$ cat src/rtl/kdeu_pkg.sv
package kdeu_pkg;

    // keypad line codes: one zero bit marks the active line
    localparam logic [3:0] LINE_CODE_3   = 4'd7;
    localparam logic [3:0] LINE_CODE_2   = 4'd11;
    localparam logic [3:0] LINE_CODE_1   = 4'd13;
    localparam logic [3:0] LINE_CODE_0   = 4'd14;
    localparam logic [3:0] NIB_RELEASED  = 4'hf;
    localparam logic [3:0] NUM_DIGIT_KEYS = 4'd10;

    // entry cell control, broadcast along the chain; the units cell drops clear when shift is set
    typedef struct packed {
        logic shift;
        logic clear;
    } t_cell_ctl;

    // display cell control
    typedef struct packed {
        logic load;
        logic shift;
    } t_disp_ctl;

    function automatic logic [1:0] line_index(input logic [3:0] nib);
        logic [1:0] idx;
        case (nib)
            LINE_CODE_3: idx = 2'd3;
            LINE_CODE_2: idx = 2'd2;
            LINE_CODE_1: idx = 2'd1;
            LINE_CODE_0: idx = 2'd0;
            default:     idx = 2'd0;
        endcase
        return idx;
    endfunction

endpackage

$ cat src/rtl/kdeu_key_ctrl.sv
module kdeu_key_ctrl #(
    parameter int DISPLAY_DIGITS = 8
) (
    input  logic                 i_clk,
    input  logic                 i_rst_n,
    input  logic                 i_accept,
    input  logic                 i_pressed,
    input  logic [3:0]           i_high_nibble,
    input  logic [3:0]           i_low_nibble,
    output kdeu_pkg::t_cell_ctl  o_ctl,
    output logic [3:0]           o_digit
);
    localparam int CW = $clog2(DISPLAY_DIGITS + 1);

    logic [3:0]    r_prev_key, n_prev_key;
    logic [CW-1:0] r_count, n_count;
    logic [3:0]    w_key;
    logic          w_full;

    // released low nibble reuses the previous key
    assign w_key  = (i_low_nibble != kdeu_pkg::NIB_RELEASED) ?
                    {kdeu_pkg::line_index(i_low_nibble), kdeu_pkg::line_index(i_high_nibble)} :
                    r_prev_key;
    assign w_full = (r_count >= CW'(DISPLAY_DIGITS));
    assign o_digit = w_key;

    always_comb begin
        n_prev_key  = r_prev_key;
        n_count     = r_count;
        o_ctl.shift = 1'b0;
        o_ctl.clear = 1'b0;
        if (i_accept && i_pressed) begin
            n_prev_key = w_key;
            if (w_key < kdeu_pkg::NUM_DIGIT_KEYS) begin
                if (w_full) begin
                    // restart with this single digit
                    o_ctl.shift = 1'b1;
                    o_ctl.clear = 1'b1;
                    n_count     = CW'(1);
                end else if (w_key != 4'd0 || r_count != '0) begin
                    o_ctl.shift = 1'b1;
                    n_count     = r_count + CW'(1);
                end
            end else begin
                o_ctl.clear = 1'b1;
                n_count     = '0;
            end
        end
    end

    always_ff @(posedge i_clk) begin
        if (!i_rst_n) begin
            r_prev_key <= '0;
            r_count    <= '0;
        end else begin
            r_prev_key <= n_prev_key;
            r_count    <= n_count;
        end
    end

endmodule

$ cat src/rtl/kdeu_entry_cell.sv
module kdeu_entry_cell (
    input  logic                i_clk,
    input  logic                i_rst_n,
    input  kdeu_pkg::t_cell_ctl i_ctl,
    input  logic [3:0]          i_prev,
    input  logic                i_nz_above,
    output logic [3:0]          o_digit,
    output logic                o_nz
);
    logic [3:0] r_digit, n_digit;

    always_comb begin
        n_digit = r_digit;
        if (i_ctl.clear) begin
            n_digit = 4'd0;
        end else if (i_ctl.shift) begin
            n_digit = i_prev;
        end
    end

    always_ff @(posedge i_clk) begin
        if (!i_rst_n) begin
            r_digit <= 4'd0;
        end else begin
            r_digit <= n_digit;
        end
    end

    assign o_digit = r_digit;
    // nonzero here or anywhere above
    assign o_nz    = (r_digit != 4'd0) | i_nz_above;

endmodule

$ cat src/rtl/kdeu_disp_cell.sv
module kdeu_disp_cell (
    input  logic                i_clk,
    input  kdeu_pkg::t_disp_ctl i_ctl,
    input  logic [3:0]          i_load_digit,
    input  logic                i_load_blank,
    input  logic [3:0]          i_up_digit,
    input  logic                i_up_blank,
    output logic [3:0]          o_digit,
    output logic                o_blank
);
    logic [3:0] r_digit;
    logic       r_blank;

    always_ff @(posedge i_clk) begin
        if (i_ctl.load) begin
            r_digit <= i_load_blank ? 4'd0 : i_load_digit;
            r_blank <= i_load_blank;
        end else if (i_ctl.shift) begin
            r_digit <= i_up_digit;
            r_blank <= i_up_blank;
        end
    end

    assign o_digit = r_digit;
    assign o_blank = r_blank;

endmodule

$ cat src/rtl/keypad_decimal_entry_display_unit.sv
// An accepted scan updates the entry cells and is then loaded into the display cells; digits
// leave one per cycle while the output is ready, units first. A new scan is taken once the
// previous refresh has been loaded, so it overlaps the running refresh.
// Reset (i_rst_n, synchronous, active low) clears the entered digits, count, previous
// key and handshake control; no clearing pass is needed.
module keypad_decimal_entry_display_unit #(
    parameter int DISPLAY_DIGITS = 8
) (
    input  logic       i_clk,
    input  logic       i_rst_n,
    // slave side: one keypad scan per transaction
    input  logic       i_s_axis_tvalid,
    output logic       o_s_axis_tready,
    input  logic [7:0] i_s_axis_tdata,   // [3:0] high_nibble, [7:4] low_nibble
    input  logic       i_s_axis_tuser,   // [0] key_pressed
    // master side: one display digit per transaction
    output logic       o_m_axis_tvalid,
    input  logic       i_m_axis_tready,
    output logic [7:0] o_m_axis_tdata,   // [2:0] digit_position, [6:3] digit_value, [7] zero
    output logic       o_m_axis_tuser,   // [0] blank
    output logic       o_m_axis_tlast    // last digit of the refresh
);
    localparam int D  = DISPLAY_DIGITS;
    localparam int PW = (D > 1) ? $clog2(D) : 1;

    // control: r_pend = entry updated, refresh not yet loaded into display chain
    logic          r_pend, n_pend;
    logic          r_busy, n_busy;
    logic [PW-1:0] r_pos, n_pos;

    logic w_in_acc, w_out_acc, w_final_acc, w_reload;

    kdeu_pkg::t_cell_ctl w_key_ctl;
    kdeu_pkg::t_cell_ctl w_cell_ctl [D];
    kdeu_pkg::t_disp_ctl w_disp_ctl;
    logic [3:0]          w_new_digit;

    logic [3:0] w_entry   [D];
    logic [3:0] w_prev    [D];
    logic       w_nz      [D];
    logic       w_nz_up   [D];
    logic [3:0] w_d_digit [D];
    logic       w_d_blank [D];
    logic [3:0] w_up_dig  [D];
    logic       w_up_blk  [D];

    // a new scan is taken once the previous one has been copied into the display chain,
    // so the next scan overlaps the running refresh
    assign o_s_axis_tready = !r_pend;
    assign w_in_acc        = i_s_axis_tvalid && !r_pend;
    assign w_out_acc       = r_busy && i_m_axis_tready;
    assign w_final_acc     = w_out_acc && (r_pos == '0);
    assign w_reload        = r_pend && (!r_busy || w_final_acc);

    kdeu_key_ctrl #(
        .DISPLAY_DIGITS(D)
    ) u_key_ctrl (
        .i_clk        (i_clk),
        .i_rst_n      (i_rst_n),
        .i_accept     (w_in_acc),
        .i_pressed    (i_s_axis_tuser),
        .i_high_nibble(i_s_axis_tdata[3:0]),
        .i_low_nibble (i_s_axis_tdata[7:4]),
        .o_ctl        (w_key_ctl),
        .o_digit      (w_new_digit)
    );

    // entry chain: cell 0 holds units, digits shift upward on a new digit key
    for (genvar k = 0; k < D; k++) begin : g_entry
        if (k == 0) begin : g_units
            // restart keeps the new digit in the units cell
            assign w_cell_ctl[k].shift = w_key_ctl.shift;
            assign w_cell_ctl[k].clear = w_key_ctl.clear & ~w_key_ctl.shift;
            assign w_prev[k]           = w_new_digit;
        end else begin : g_upper
            assign w_cell_ctl[k] = w_key_ctl;
            assign w_prev[k]     = w_entry[k-1];
        end
        if (k == D - 1) begin : g_top
            assign w_nz_up[k] = 1'b0;
        end else begin : g_mid
            assign w_nz_up[k] = w_nz[k+1];
        end

        kdeu_entry_cell u_cell (
            .i_clk     (i_clk),
            .i_rst_n   (i_rst_n),
            .i_ctl     (w_cell_ctl[k]),
            .i_prev    (w_prev[k]),
            .i_nz_above(w_nz_up[k]),
            .o_digit   (w_entry[k]),
            .o_nz      (w_nz[k])
        );
    end

    // display chain: snapshot on reload, then shift down towards cell 0 (units out first)
    assign w_disp_ctl.load  = w_reload;
    assign w_disp_ctl.shift = w_out_acc && !w_reload;

    for (genvar k = 0; k < D; k++) begin : g_disp
        if (k == D - 1) begin : g_top
            assign w_up_dig[k] = 4'd0;
            assign w_up_blk[k] = 1'b0;
        end else begin : g_mid
            assign w_up_dig[k] = w_d_digit[k+1];
            assign w_up_blk[k] = w_d_blank[k+1];
        end

        kdeu_disp_cell u_disp (
            .i_clk       (i_clk),
            .i_ctl       (w_disp_ctl),
            .i_load_digit(w_entry[k]),
            // units never blanked; others blank when this and all above are zero
            .i_load_blank((k != 0) && !w_nz[k]),
            .i_up_digit  (w_up_dig[k]),
            .i_up_blank  (w_up_blk[k]),
            .o_digit     (w_d_digit[k]),
            .o_blank     (w_d_blank[k])
        );
    end

    // position counts down from units (D-1) to the highest digit (0)
    always_comb begin
        n_pend = r_pend;
        n_busy = r_busy;
        n_pos  = r_pos;
        if (w_in_acc) begin
            n_pend = 1'b1;
        end else if (w_reload) begin
            n_pend = 1'b0;
        end
        if (w_reload) begin
            n_busy = 1'b1;
            n_pos  = PW'(D - 1);
        end else if (w_out_acc) begin
            if (r_pos == '0) begin
                n_busy = 1'b0;
            end else begin
                n_pos = r_pos - PW'(1);
            end
        end
    end

    always_ff @(posedge i_clk) begin
        if (!i_rst_n) begin
            r_pend <= 1'b0;
            r_busy <= 1'b0;
            r_pos  <= '0;
        end else begin
            r_pend <= n_pend;
            r_busy <= n_busy;
            r_pos  <= n_pos;
        end
    end

    assign o_m_axis_tvalid = r_busy;
    assign o_m_axis_tdata  = {1'b0, w_d_digit[0], 3'(r_pos)};
    assign o_m_axis_tuser  = w_d_blank[0];
    assign o_m_axis_tlast  = (r_pos == '0);

`ifndef SYNTHESIS
    // units digit is never blanked
    a_units_shown: assert property (@(posedge i_clk) disable iff (!i_rst_n)
        (o_m_axis_tvalid && r_pos == PW'(D - 1)) |-> !o_m_axis_tuser)
        else $error("units digit blanked");

    // blanked digit carries value zero
    a_blank_zero: assert property (@(posedge i_clk) disable iff (!i_rst_n)
        (o_m_axis_tvalid && o_m_axis_tuser) |-> (o_m_axis_tdata[6:3] == 4'd0))
        else $error("blanked digit with nonzero value");

    // refresh ends after its final digit when nothing is pending
    a_refresh_end: assert property (@(posedge i_clk) disable iff (!i_rst_n)
        (o_m_axis_tvalid && i_m_axis_tready && o_m_axis_tlast && !r_pend)
        |=> !o_m_axis_tvalid)
        else $error("output valid after final digit");

    // an accepted scan blocks the input until its refresh is loaded
    a_one_pending: assert property (@(posedge i_clk) disable iff (!i_rst_n)
        (i_s_axis_tvalid && o_s_axis_tready) |=> !o_s_axis_tready)
        else $error("second scan taken before refresh load");
`endif

endmodule

$ cat config.mk
export PLATFORM = sky130hd
export DESIGN_NAME = keypad_decimal_entry_display_unit
export DESIGN_NICKNAME = d
export VERILOG_FILES = /design/src/rtl/kdeu_pkg.sv /design/src/rtl/kdeu_key_ctrl.sv /design/src/rtl/kdeu_entry_cell.sv /design/src/rtl/kdeu_disp_cell.sv /design/src/rtl/keypad_decimal_entry_display_unit.sv
export SDC_FILE = /design/constraint.sdc
export NUM_CORES = 1
export LEC_CHECK = 0
export ABC_CLOCK_PERIOD_IN_PS = 10600
export BUFFER_PORTS_ARGS = -buffer_cell sky130_fd_sc_hd__buf_2
export CAP_MARGIN = 15
export CORE_MARGIN = 4
export CORE_UTILIZATION = 25
export CTS_CLUSTER_DIAMETER = 50
export CTS_CLUSTER_SIZE = 10
export DETAILED_ROUTE_END_ITERATION = 8
export PLACE_DENSITY = 0.44
export SETUP_SLACK_MARGIN = 0.2
export SKIP_CTS_REPAIR_TIMING = 1
export SYNTH_ARGS = -nofsm -noshare
export SYNTH_HDL_FRONTEND = slang
export SYNTH_SLANG_ARGS = --single-unit
$ cat constraint.sdc
create_clock -name i_clk -period 10.6 [get_ports i_clk]
set_input_delay 1.59 -clock i_clk [delete_from_list [all_inputs] [get_ports i_clk]]
set_output_delay 1.59 -clock i_clk [all_outputs]
set_load 0.01 [all_outputs]
==> metrics.cfg <==
[setup_path]
reg2reg_slack_ns = 8.08
reg2reg_from = r_pos[0]
required_ns = 10.86
critPathKind = input pin to register
cp-end-kind = register
worst_ep_arrival_time_ns = 3.51
r2r_end = g_disp[1].u_disp.o_blank
critPathMaxFanout = 23
critPathLaunchType = input pin
ff2ff_path_depth = 9

[clock_network]
h-tree-depth = 3
cts_root_buf = clkbuf_16
cts_buffer_depth = 2
tritoncts = yes
cts_buffers = 9
clkSlewWorstSetupHoldPaths_ns = 0.06
clk_latency_ns = 0.33
cts_sinks = 85

[logic_synthesis]
ys_ff_latch = 85
synth_xor_area_share_pct = 0.4744
syn_avg_cell_area_um2 = 10.12
synth_nets = 382
synth_fa_ha_area_share_pct = 1.355
synth.area.mux_share_pct = 8.946
yosys.area_share.simple_pct = 21.25
netlist.top_cell.by_area = edfxtp_1
yosys_warnings = 0
synth_flop_cell = dfxtp_1
synth_top_area_share_pct = 31.72
ys_top_cells_by_area = edfxtp_1, dfxtp_1, nand2_1
synth_compound_area_share_pct = 7.828
yosysSeqAreaShare_pct = 56.66
synth_cell_types = 48
synth_top_family_by_area = simple AND/OR/NAND/NOR gates
async_flop_share_pct = 0
synth_edf_count = 39
syn_area_um2 = 3692
netlist_instances = 365

[worst_hold_path]
worst_hold_path.endpoint = g_disp[0].u_disp.o_blank
whs_path_depth = 2
hp-start = g_disp[0].u_disp.o_blank
hp-class = register to register

[detailed_routing]
viasPerCell = 4.553
postRouteAntennaNets = 0
routedWlPerCell_um = 13.66
drt-total-wl_mm = 7.826
dr.pass1.iters = 4
drt-initial-drc-count = 180
drc = 0
dr_total_vias = 2609

[cells_and_area]
n_fill_cell = 1516
drive_gt1_share_pct = 13.37
layout_commonest_cell = nand2_1
final_cells = 573
antenna_cells = 0
nets = 401
final_cell_mix = nand2_1, dfxtp_1, edfxtp_1
syn2layout_area_growth_pct = 17.11

[timing]
fin_ws_ns = 7.352
fin_skew_ns = 0.005911
setup_viol = 0
min_period_over_period_pct = 30.64
fmax_mhz = 307.9
rsz0062_at_grt = no
period_needed_ns = 3.248
whs_ns = 0.4583
maxSlewHeadroom_pct = 50.61
worstMarginPinSlew_ns = 0.7331
fin_tns_setup_ns = 0
finalHoldViolCount = 0
slew_viol_final = 0

[floorplanning]
ioPinCount = 25
start_util_pct = 25.50
die_x_um = 129.5
die_area_um2 = 16780
core_area_um2 = 14480
die_h_um = 129.5
num_rows = 44

[power_and_ir_drop]
power_density_nw_per_um2 = 182.6
power.leakage_nw = 1.833
peakVddDrop_mv = 0.08082

[placed_design]
place_ws_ns = 7.006
port_buffers = 23
hpwl_mm = 5.167
placed_cells = 557
finalWeightedCongestion = 0.7286

[outcome]
status = finished, final reports clean

[run]
drv_cap = 0

[global_route]
track_usage_pct = 9.783
gr-total-overflow = 0
grt_pass1_vias = 2599
grt_start_max_net_pins = 41
antenna_found_initial = 0
grt_pass1_wl_mm = 13.03

==> power by group <==
group          internal, mW  switching, mW
combinational        0.0266         0.0489
sequential            0.369        0.00662
clock                 0.213          0.126
==> area by class of cell <==
cell class / count / area, um^2 / area share [%]
tap: 184 / 230.2 / 5.324
clock buffer: 10 / 239.0 / 5.527
timing repair buffer: 29 / 160.2 / 3.704
clock inverter: 6 / 83.83 / 1.939
multi-input combinational: 252 / 1493 / 34.52
inverter: 7 / 26.28 / 0.6076
sequential: 85 / 2092 / 48.38
==> worst max-delay path by stage <==
stage | startpoint | end | slack [ns] | depth (start not counted)
6_report | i_s_axis_tdata[7] | g_entry[4].u_cell.o_digit[0] | 7.35 | 7
5_1_grt | i_s_axis_tdata[7] | g_entry[4].u_cell.o_digit[0] | 7.24 | 7
4_1_cts | i_s_axis_tdata[7] | g_entry[4].u_cell.o_digit[0] | 7.37 | 7
3_5_place_dp | i_s_axis_tdata[7] | g_entry[4].u_cell.o_digit[0] | 7.01 | 7
3_3_place_gp | i_s_axis_tdata[7] | g_entry[1].u_cell.o_digit[1] | 7.10 | 7
2_1_floorplan | r_pend | r_pos[0] | 6.65 | 5
==> routing by layer <==
| layer | track usage [%] | routed length (um) | up-vias |
|---|---|---|---|
| met3 | 1.608 | 190 | 8 |
| met4 | 3.851 | 104 | 0 |
| met2 | 16.10 | 3671 | 29 |
| met1 | 12.88 | 3860 | 1245 |
| li1 | - | - | 1327 |
| met5 | 0 | 0 | - |
==> cells by family after synthesis <==
kind of cell / count (synthesis)
compound gates: 37
xor+xnor: 2
fa+ha+maj: 4
buf+inv: 28
flops: 85
mux: 33
other cells: 1
simple gates: 175
==> cell usage after synthesis (2+ instances only) <==
| cell | count |
|---|---|
| a21boi_0 | 6 |
| a21o_1 | 2 |
| a21oi_1 | 2 |
| and2_1 | 6 |
| buf_6 | 2 |
| clkbuf_1 | 17 |
| dfxtp_1 | 46 |
| edfxtp_1 | 39 |
| ha_1 | 4 |
| inv_1 | 6 |
| mux2i_1 | 33 |
| nand2_1 | 108 |
| nand3_1 | 38 |
| nand4b_1 | 2 |
| nor2_1 | 4 |
| nor3_1 | 2 |
| nor4_1 | 6 |
| o211a_1 | 3 |
| o211ai_1 | 3 |
| o21ai_0 | 7 |
| o31ai_1 | 2 |
==> worst max-delay path: stages <==
cell	delay (ns)
buf_2	0.13
o211ai_2	0.16
a31oi_1	0.13
or4b_4	0.59
o311ai_4	0.26
buf_4	0.39
mux2i_1	0.23
==> through the flow <==
| step | area (um^2) | power, mW | util (%) |
|---|---|---|---|
| 5_1_grt | 4324 | 0.8257 | 29.87 |
| 3_3_place_gp | 4001 | 0.4596 | 27.64 |
| 4_1_cts | 4324 | 0.8012 | 29.87 |
| 3_5_place_dp | 4001 | 0.4605 | 27.64 |
| 6_report | 4324 | 0.7895 | 29.87 |
| 2_1_floorplan | 3692 | 0.4370 | - |
==> registers in the layout, summed over array words and instances, names as in the netlist <==
register and count:
g_entry.u_cell.o_digit 32, g_disp.u_disp.o_blank 8, o_m_axis_tvalid 1, g_disp.u_disp.o_digit 32
r_pend 1, u_key_ctrl.r_prev_key 4, u_key_ctrl.r_count 4, r_pos 3
(Power assumes the default switching activity.)
